===== src/uer_pkg.sv =====
// Package for the ultrasonic echo ranger: field widths, register map,
// reset values and counter limits. No dependencies.
package uer_pkg;

	localparam int COUNT_WIDTH = 16;
	localparam int TRIG_W      = 10;
	localparam int TICK_W      = 22;
	localparam int SCALE_W     = 16;
	localparam int DIST_W      = 19;
	localparam int FRAC_SHIFT  = 8;
	localparam int ADDR_W      = 4;
	localparam int DATA_W      = 32;

	// product wide enough to see every bit above the saturation point
	localparam int PROD_RAW_W  = COUNT_WIDTH + SCALE_W;
	localparam int PROD_W      = (PROD_RAW_W > DIST_W + FRAC_SHIFT + 1) ?
		PROD_RAW_W : DIST_W + FRAC_SHIFT + 1;

	localparam logic [COUNT_WIDTH-1:0] COUNT_LIMIT = {{(COUNT_WIDTH-1){1'b1}}, 1'b0};
	localparam logic [TICK_W-1:0]      TICK_MAX    = {TICK_W{1'b1}};
	localparam logic [DIST_W-1:0]      DIST_MAX    = {DIST_W{1'b1}};

	localparam logic [TRIG_W-1:0]  TRIG_RST     = TRIG_W'(20);
	localparam logic [TICK_W-1:0]  INTERVAL_RST = TICK_W'(100000);
	localparam logic [TICK_W-1:0]  TIMEOUT_RST  = TICK_W'(1500000);
	localparam logic [SCALE_W-1:0] SCALE_RST    = SCALE_W'(1114);

	typedef enum logic [1:0] {
		REG_TRIGGER  = 2'd0,
		REG_INTERVAL = 2'd1,
		REG_TIMEOUT  = 2'd2,
		REG_SCALE    = 2'd3
	} reg_idx_t;

endpackage


===== src/ultrasonic_echo_ranger_core.sv =====
// Ultrasonic trigger/echo range finder core: input stage, one-tick update
// of trigger, timers and echo counter, registered result. Uses uer_pkg.
//
//  channel   handshake                  payload
//  -------   -------------------------  ------------------------------------
//  cfg       psel/penable/pwrite/pready paddr, pwdata, prdata
//  in        in_valid/in_ready          echo_level, measure_request
//  out       out_valid/out_ready        trigger_level, distance_q8,
//                                       new_result, busy_res
//
// One item per cycle while the output is not stalled; an item passes the
// input register, then the state update and the 16x16 distance multiply
// into the result register.
// Reset clears all timers, the echo state and the registers to their
// defaults. A stalled output holds the input stage; in_ready drops only
// when both stages are full and out_ready is low.
module ultrasonic_echo_ranger_core (
	input  logic                                 clk,
	input  logic                                 arst_n,
	input  logic                                 psel,
	input  logic                                 penable,
	input  logic                                 pwrite,
	input  logic [uer_pkg::ADDR_W-1:0]           paddr,
	input  logic [uer_pkg::DATA_W-1:0]           pwdata,
	output logic [uer_pkg::DATA_W-1:0]           prdata,
	output logic                                 pready,
	input  logic                                 in_valid,
	output logic                                 in_ready,
	input  logic                                 echo_level,
	input  logic                                 measure_request,
	output logic                                 out_valid,
	input  logic                                 out_ready,
	output logic                                 trigger_level,
	output logic [uer_pkg::DIST_W-1:0]           distance_q8,
	output logic                                 new_result,
	output logic                                 busy_res
);

	// config registers
	logic [uer_pkg::TRIG_W-1:0]  trig_ticks_q;
	logic [uer_pkg::TICK_W-1:0]  interval_q;
	logic [uer_pkg::TICK_W-1:0]  timeout_q;
	logic [uer_pkg::SCALE_W-1:0] scale_q;
	logic                        cfg_wr;
	uer_pkg::reg_idx_t           cfg_idx;

	// input stage
	logic valid_s1;
	logic echo_s1;
	logic req_s1;
	logic advance;
	logic step;

	// measurement state
	logic                             echo_prev_q;
	logic                             await_fall_q;
	logic [uer_pkg::COUNT_WIDTH-1:0]  echo_cnt_q;
	logic [uer_pkg::TRIG_W-1:0]       trig_left_q;
	logic                             busy_q;
	logic [uer_pkg::TICK_W-1:0]       since_start_q;
	logic [uer_pkg::TICK_W-1:0]       since_req_q;
	logic [uer_pkg::DIST_W-1:0]       dist_hold_q;

	// result stage
	logic out_valid_q;
	logic trig_out_q;
	logic fresh_q;

	// next-state logic
	logic [uer_pkg::TICK_W-1:0]      ss_inc;
	logic [uer_pkg::TICK_W-1:0]      sr_inc;
	logic [uer_pkg::COUNT_WIDTH-1:0] cnt_inc;
	logic                            counted;
	logic                            start;
	logic                            abort;
	logic [uer_pkg::TRIG_W-1:0]      tl_load;
	logic                            trig;
	logic                            rise;
	logic                            fall;
	logic [uer_pkg::PROD_W-1:0]      product;
	logic                            dist_ovf;
	logic [uer_pkg::DIST_W-1:0]      dist_new;

	assign pready  = 1'b1;
	assign cfg_idx = uer_pkg::reg_idx_t'(paddr[3:2]);
	assign cfg_wr  = psel && penable && pwrite;

	always_comb begin
		unique case (cfg_idx)
			uer_pkg::REG_TRIGGER:  prdata = uer_pkg::DATA_W'(trig_ticks_q);
			uer_pkg::REG_INTERVAL: prdata = uer_pkg::DATA_W'(interval_q);
			uer_pkg::REG_TIMEOUT:  prdata = uer_pkg::DATA_W'(timeout_q);
			uer_pkg::REG_SCALE:    prdata = uer_pkg::DATA_W'(scale_q);
			default:               prdata = '0;
		endcase
	end

	always_ff @(posedge clk or negedge arst_n) begin
		if (!arst_n) begin
			trig_ticks_q <= uer_pkg::TRIG_RST;
			interval_q   <= uer_pkg::INTERVAL_RST;
			timeout_q    <= uer_pkg::TIMEOUT_RST;
			scale_q      <= uer_pkg::SCALE_RST;
		end else if (cfg_wr) begin
			unique case (cfg_idx)
				uer_pkg::REG_TRIGGER:  trig_ticks_q <= pwdata[uer_pkg::TRIG_W-1:0];
				uer_pkg::REG_INTERVAL: interval_q   <= pwdata[uer_pkg::TICK_W-1:0];
				uer_pkg::REG_TIMEOUT:  timeout_q    <= pwdata[uer_pkg::TICK_W-1:0];
				uer_pkg::REG_SCALE:    scale_q      <= pwdata[uer_pkg::SCALE_W-1:0];
				default: ;
			endcase
		end
	end

	// handshake
	assign advance  = !out_valid_q || out_ready;
	assign in_ready = !valid_s1 || advance;
	assign step     = valid_s1 && advance;

	always_ff @(posedge clk or negedge arst_n) begin
		if (!arst_n) begin
			valid_s1 <= 1'b0;
		end else if (in_ready) begin
			valid_s1 <= in_valid;
		end
	end

	always_ff @(posedge clk) begin
		if (in_ready && in_valid) begin
			echo_s1 <= echo_level;
			req_s1  <= measure_request;
		end
	end

	// one tick of the ranger
	always_comb begin
		ss_inc  = (since_start_q == uer_pkg::TICK_MAX) ? since_start_q :
			since_start_q + uer_pkg::TICK_W'(1);
		sr_inc  = (since_req_q == uer_pkg::TICK_MAX) ? since_req_q :
			since_req_q + uer_pkg::TICK_W'(1);
		cnt_inc = (echo_cnt_q >= uer_pkg::COUNT_LIMIT) ? uer_pkg::COUNT_LIMIT :
			echo_cnt_q + uer_pkg::COUNT_WIDTH'(1);

		counted = req_s1 && (sr_inc > interval_q);
		start   = counted && !busy_q;
		abort   = counted && busy_q && (ss_inc > timeout_q);

		tl_load = start ? trig_ticks_q : trig_left_q;
		trig    = (tl_load != '0);

		rise = echo_s1 && !echo_prev_q && !await_fall_q;
		fall = !echo_s1 && echo_prev_q && await_fall_q;

		product  = uer_pkg::PROD_W'(cnt_inc) * uer_pkg::PROD_W'(scale_q);
		dist_ovf = |product[uer_pkg::PROD_W-1:uer_pkg::DIST_W+uer_pkg::FRAC_SHIFT];
		dist_new = dist_ovf ? uer_pkg::DIST_MAX :
			product[uer_pkg::DIST_W+uer_pkg::FRAC_SHIFT-1:uer_pkg::FRAC_SHIFT];
	end

	always_ff @(posedge clk or negedge arst_n) begin
		if (!arst_n) begin
			echo_prev_q   <= 1'b0;
			await_fall_q  <= 1'b0;
			echo_cnt_q    <= '0;
			trig_left_q   <= '0;
			busy_q        <= 1'b0;
			since_start_q <= '0;
			since_req_q   <= '0;
			dist_hold_q   <= '0;
		end else if (step) begin
			echo_prev_q   <= echo_s1;
			since_start_q <= start ? '0 : ss_inc;
			since_req_q   <= counted ? '0 : sr_inc;
			trig_left_q   <= trig ? tl_load - uer_pkg::TRIG_W'(1) : '0;
			if (rise) begin
				echo_cnt_q   <= '0;
				await_fall_q <= 1'b1;
			end else begin
				echo_cnt_q <= cnt_inc;
			end
			// falling edge wins over a start on the same tick
			if (fall) begin
				dist_hold_q  <= dist_new;
				await_fall_q <= 1'b0;
				busy_q       <= 1'b0;
			end else if (abort) begin
				busy_q <= 1'b0;
			end else if (start) begin
				busy_q <= 1'b1;
			end
		end
	end

	always_ff @(posedge clk or negedge arst_n) begin
		if (!arst_n) begin
			out_valid_q <= 1'b0;
			trig_out_q  <= 1'b0;
			fresh_q     <= 1'b0;
		end else if (advance) begin
			out_valid_q <= valid_s1;
			if (valid_s1) begin
				trig_out_q <= trig;
				fresh_q    <= fall;
			end
		end
	end

	// distance and busy are state that only moves when a result is loaded
	assign out_valid     = out_valid_q;
	assign trigger_level = trig_out_q;
	assign new_result    = fresh_q;
	assign distance_q8   = dist_hold_q;
	assign busy_res      = busy_q;

endmodule


===== config.mk =====
export PLATFORM = sky130hd
export DESIGN_NAME = ultrasonic_echo_ranger_core
export DESIGN_NICKNAME = d
export VERILOG_FILES = /design/src/uer_pkg.sv /design/src/ultrasonic_echo_ranger_core.sv
export SDC_FILE = /design/constraint.sdc
export NUM_CORES = 1
export LEC_CHECK = 0
export BUFFER_PORTS_ARGS = -buffer_cell sky130_fd_sc_hd__buf_2
export CAP_MARGIN = 20
export CORE_ASPECT_RATIO = 0.5
export CORE_MARGIN = 8
export CORE_UTILIZATION = 64
export DETAILED_ROUTE_END_ITERATION = 12
export PLACE_DENSITY = 0.83
export SKIP_CTS_REPAIR_TIMING = 1
export SLEW_MARGIN = 40
export SYNTH_ARGS = -nofsm -noshare
export SYNTH_HDL_FRONTEND = slang
export SYNTH_SLANG_ARGS = --single-unit

===== constraint.sdc =====
create_clock -name clk -period 8.79 [get_ports clk]
set_clock_uncertainty 0.05 [all_clocks]
set_input_delay 0.879 -clock clk [delete_from_list [all_inputs] [get_ports clk]]
set_output_delay 0.879 -clock clk [all_outputs]
set_load 0.02 [all_outputs]

==> results.py, run 1 <==
metrics = {
    "placement": {
        "gp_congestion": 0.956,
        "pre_cts_ws_ps": 347,
        "numPortBuffers": 78,
        "dp_hpwl_mm": 38.9,
    },
    "floorplanning": {
        "die_h_um": 136,
        "die-area_um2": 34800,
        "die_x_um": 256,
        "initial_core_util_pct": 64.3,
        "rows": 44,
        "core_um2": 28600,
        "io_pins": 102,
    },
    "yosys": {
        "synth_ff_type": "dfrtp_1",
        "synthTopCellsByArea": "fa_1 21%, dfrtp_1 19%, ha_1 10%",
        "synth_top_area_share_pct": 21.0,
        "synth_cell_types": 80,
        "synth-seq-cells": 168,
        "syn_avg_cell_area_um2": 9.26,
        "netlist_area_um2": 18400,
        "synth_edf_count": 2,
        "synth_sequential_area_ratio_pct": 23.1,
        "syn_inst": 1986,
        "synth-async-reset-ratio_pct": 98.8,
        "synth_top_cell_by_area": "fa_1",
        "synth_warnings": 0,
    },
    "outcome": {
        "outcome": "finished clean",
    },
    "clock_tree": {
        "cts_buffers": 17,
        "cts.htree.levels": 4,
        "cts_root_buf": "clkbuf_16",
        "clkLatencyLatePin_ps": 460,
        "cts.clk_slew.worst_paths_ps": 70,
        "cts.sinks": 168,
        "cts_tree": "built",
        "clk_path_buf_depth": 2,
    },
    "critical_path": {
        "crit_slowest_cell": "fa_1",
        "cp-start-kind": "flop",
        "cp.required_ps": 9080,
        "path_class": "flop to flop",
        "worstPathMaxFanout": 24,
        "ff2ff_path_depth": 26,
        "endpoint_kind": "flop",
        "r2r_end": "distance_q8[16]$_DFFE_PN0P_",
        "critPathArrivalTime_ps": 8640,
        "r2r-start": "echo_cnt_q[0]$_DFFE_PN0P_",
        "cpPeakStageDelay_ps": 550,
        "critical_path.most_common_cell": "fa_1",
        "r2r_slack_ps": 440,
    },
    "sta": {
        "max_freq_ghz": 0.120,
        "period_share_pct": 95.0,
        "final-max-slew-violation-count": 0,
        "rsz0062_at_grt": "false",
        "tightest_slew_ps": 854,
        "setup_viol": 0,
        "finalHoldViolCount": 0,
        "fin_setup_tns_ps": 0,
        "layout_setup_ws_ps": 439,
        "slew_headroom_pct": 43.1,
        "finalCriticalPeriod_ps": 8350,
    },
    "run": {
        "cap_violations": 0,
    },
    "cells_and_area": {
        "drive_gt1_share_pct": 13.0,
        "final_common_cell": "inv_1",
        "fin_nets": 2414,
        "area_delta_synth_final_pct": 7.64,
        "layout_common_cells": "288 x inv_1, 262 x nand2_1, 193 x fa_1",
        "n_fill_cell": 2120,
    },
    "global_routing": {
        "gr-total-overflow": 0,
        "grt_pass1_wl_mm": 80.4,
        "grt_pass1_vias": 14700,
        "antenna_found_initial": 2,
        "grt_max_degree": 96,
        "track_usage_pct": 29.1,
    },
    "drt": {
        "wl_mm": 50.5,
        "drt-initial-drc-count": 2127,
        "wl_per_cell_um": 20.8,
        "drtPass1Iterations": 6,
        "vias_per_cell": 6.24,
        "vias": 15200,
        "drc": 0,
        "ant_nets": 0,
    },
    "worst_hold_path": {
        "hold_class": "input pin to async pin",
    },
    "pwr": {
        "p_per_area_nw_per_um2": 255,
        "leakage_uw": 0.00995,
        "peakVddDrop_uv": 283,
    },
}
## cells by family (layout without fill, tap and decap cells)
group                    after synthesis  in the layout  share of synthesized area [%]
AO/OA/AOI/OAI                        317            317                           11.6
buffers and inverters                392            436                           8.37
adder cells (fa/ha/maj)              343            343                           31.2
multiplexers                          75             75                           5.11
other                                  2             12                         0.0408
XOR/XNOR                              72             72                           3.51
flip-flops                           168            168                           23.1
AND/OR/NAND/NOR                      617            617                           17.1
## metal layers
metal	track usage (%)	routed length, um
met5	0	12
met4	6.92	707
met3	10.0	6920
met2	40.0	20800
met1	43.5	22100
## Yosys cell counts (all sizes together) (7+ instances only)
cell type  instances
mux4              10
o21a               7
nor4               7
nand3             41
nor2              50
buf               35
xnor2             39
dfrtp            143
mux2i             14
o21ai            101
xor2              33
and2             121
ha               150
dfstp             23
a31oi              7
nor3              13
o31ai             21
a21oi             56
a21o              29
nand2            264
nand2b            13
and4              20
a22o              36
nand4             23
fa               193
o22a              19
nor2b             14
mux2              51
clkbuf            68
and3              33
inv              289
## final cells by class
cell class	count	area, um2	share of cell area [%]
clock inverter	10	120	0.606
multi-input combinational	1435	12700	64.1
antenna	1	2.50	0.0126
clock buffer	22	464	2.34
inverter	289	1080	5.48
sequential	168	4240	21.4
timing repair buffer	115	702	3.54
tap	391	489	2.47
## where the power goes
group | internal [uW] | switching [uW] | total, uW
clock | 436 | 346 | 782
combinational | 1200 | 1800 | 3000
sequential | 970 | 287 | 1260
## stage by stage
stage / hold WS [ps] / instance area (um2) / std cells / utilization (%) / power [uW]
2_1_floorplan: 407 / 18400 / 1995 / - / 3340
3_3_place_gp: 405 / 19100 / 2397 / 66.9 / 4060
3_5_place_dp: 411 / 19200 / 2397 / 66.9 / 4190
4_1_cts: 427 / 19700 / 2429 / 69.0 / 4990
5_1_grt: 225 / 19800 / 2431 / 69.2 / 5470
6_report: 222 / 19800 / 2431 / 69.2 / 5040
## state kept, by name (all words and copies together) (netlist names), 10 cells and up
| name | flops |
|---|---|
| interval_q | 22 |
| trig_ticks_q | 10 |
| scale_q | 16 |
| since_req_q | 22 |
| trig_left_q | 10 |
| echo_cnt_q | 16 |
| since_start_q | 22 |
| distance_q8 | 19 |
| timeout_q | 22 |
## worst max-delay path, delay by kind of cell (launching register included)
kind,cells,cell delay [ps]
compound gates,6,1450
flops,1,480
simple gates,6,1990
buf+inv,5,310
fa+ha+maj,8,3770
xor+xnor,1,180
## how the worst max path moves through the flow
stage / from / end / slack (ps) / cells after the start
finish: echo_cnt_q[0]$_DFFE_PN0P_ / distance_q8[16]$_DFFE_PN0P_ / 440 / 26
global route: echo_cnt_q[0]$_DFFE_PN0P_ / distance_q8[10]$_DFFE_PN0P_ / 70 / 26
CTS: echo_cnt_q[0]$_DFFE_PN0P_ / distance_q8[16]$_DFFE_PN0P_ / 330 / 27
detailed placement: echo_cnt_q[0]$_DFFE_PN0P_ / distance_q8[16]$_DFFE_PN0P_ / 350 / 27
global placement: echo_cnt_q[0]$_DFFE_PN0P_ / distance_q8[1]$_DFFE_PN0P_ / 540 / 27
floorplan: echo_cnt_q[0]$_DFFE_PN0P_ / distance_q8[14]$_DFFE_PN0P_ / 1100 / 31
Note: power is estimated with default switching activity, not from simulation.
==> run 2, diff against run 1 <==
--- a/config.mk
+++ b/config.mk
@@ -9,9 +9,8 @@
 export CAP_MARGIN = 20
 export CORE_ASPECT_RATIO = 0.5
 export CORE_MARGIN = 8
-export CORE_UTILIZATION = 64
+export CORE_UTILIZATION = 25
 export DETAILED_ROUTE_END_ITERATION = 12
-export PLACE_DENSITY = 0.83
 export SKIP_CTS_REPAIR_TIMING = 1
 export SLEW_MARGIN = 40
 export SYNTH_ARGS = -nofsm -noshare
==> results.py, run 2 (synthesis results as in run 1) <==
metrics = {
    "outcome": {
        "outcome": "finished clean",
    },
    "drt": {
        "vias": 14200,
        "wl_mm": 49.8,
        "wl_per_cell_um": 16.5,
        "drt-initial-drc-count": 944,
        "drtPass1Iterations": 5,
        "drc": 0,
        "ant_nets": 0,
        "vias_per_cell": 4.70,
    },
    "critical_path": {
        "cp.required_ps": 9070,
        "cp.buffers_inverters": 6,
        "r2r-start": "echo_cnt_q[0]$_DFFE_PN0P_",
        "r2r_slack_ps": 530,
        "ff2ff_path_depth": 27,
        "endpoint_kind": "flop",
        "worstPathMaxFanout": 19,
        "cp-start-kind": "flop",
        "r2r_end": "distance_q8[13]$_DFFE_PN0P_",
        "crit_slowest_cell": "fa_1",
        "critPathArrivalTime_ps": 8550,
        "cpPeakStageDelay_ps": 550,
        "cp_top_family": "adder cells",
        "path_class": "flop to flop",
        "critical_path.most_common_cell": "fa_1",
    },
    "global_routing": {
        "gr-total-overflow": 0,
        "antenna_found_initial": 3,
        "grt_max_degree": 64,
        "grt_pass1_vias": 14700,
        "grt_pass1_wl_mm": 80.7,
        "track_usage_pct": 12.0,
    },
    "clock_tree": {
        "cts_tree": "built",
        "cts.clk_slew.worst_paths_ps": 80,
        "cts_root_buf": "clkbuf_16",
        "clkLatencyLatePin_ps": 460,
        "cts_buffers": 17,
        "clk_path_buf_depth": 2,
        "cts.sinks": 168,
        "cts.htree.levels": 4,
    },
    "floorplanning": {
        "core_um2": 73000,
        "io_pins": 102,
        "initial_core_util_pct": 25.2,
        "die-area_um2": 83100,
        "rows": 70,
        "die_h_um": 208,
        "die_x_um": 400,
    },
    "sta": {
        "period_share_pct": 94.0,
        "setup_viol": 0,
        "fin_setup_tns_ps": 0,
        "final-max-slew-violation-count": 0,
        "rsz0062_at_grt": "false",
        "max_freq_ghz": 0.121,
        "layout_setup_ws_ps": 526,
        "tightest_slew_ps": 834,
        "finalCriticalPeriod_ps": 8260,
        "slew_headroom_pct": 44.4,
        "finalHoldViolCount": 0,
    },
    "placement": {
        "dp_hpwl_mm": 38.8,
        "dp.cells": 2990,
        "gp_congestion": 0.836,
        "numPortBuffers": 78,
        "place_area_um2": 20000,
        "pre_cts_ws_ps": 486,
    },
    "cells_and_area": {
        "drive_gt1_share_pct": 13.2,
        "layout_common_cells": "288 x inv_1, 263 x nand2_1, 193 x fa_1",
        "final_area_um2": 20600,
        "final_common_cell": "inv_1",
        "fin_nets": 2425,
        "fin_cells": 3023,
        "area_delta_synth_final_pct": 12.0,
    },
    "run": {
        "cap_violations": 0,
    },
    "worst_hold_path": {
        "hold_class": "input pin to async pin",
    },
    "pwr": {
        "leakage_uw": 0.0100,
        "p_per_area_nw_per_um2": 247,
        "peakVddDrop_uv": 159,
        "power_uw": 5090,
    },
}
[run 2: layer usage]
metal	track usage, %	routed length, um
met1	15.1	21800
met2	21.1	25000
met5	0	26
met4	4.02	1300
met3	1.84	1700
[run 2: final cells by class]
cell class	instances	area, um2
fill	7681	52400
clock buffer	21	460
multi-input combinational	1435	12700
inverter	289	1080
tap	972	1220
antenna	1	2.50
clock inverter	11	135
timing repair buffer	126	785
sequential	168	4240
[run 2: stage by stage]
step	util, %	hold WS, ps
2_1_floorplan	-	407
3_3_place_gp	27.4	411
5_1_grt	28.2	292
3_5_place_dp	27.4	427
4_1_cts	28.2	292
6_report	28.2	286
[run 2: power breakdown]
part / total, uW / internal, uW / switching [uW]
clock: 814 / 441 / 373
combinational: 3040 / 1250 / 1790
sequential: 1240 / 969 / 267
total: 5090 / 2660 / 2430
[run 2: worst max-delay path by stage]
stage	start	end	slack [ps]	depth (start not counted)
6_report	echo_cnt_q[0]$_DFFE_PN0P_	distance_q8[13]$_DFFE_PN0P_	530	27
5_1_grt	echo_cnt_q[0]$_DFFE_PN0P_	distance_q8[13]$_DFFE_PN0P_	50	27
4_1_cts	echo_cnt_q[0]$_DFFE_PN0P_	distance_q8[13]$_DFFE_PN0P_	410	27
3_5_place_dp	echo_cnt_q[0]$_DFFE_PN0P_	distance_q8[13]$_DFFE_PN0P_	490	27
3_3_place_gp	echo_cnt_q[0]$_DFFE_PN0P_	distance_q8[0]$_DFFE_PN0P_	630	27
2_1_floorplan	echo_cnt_q[0]$_DFFE_PN0P_	distance_q8[14]$_DFFE_PN0P_	1100	31
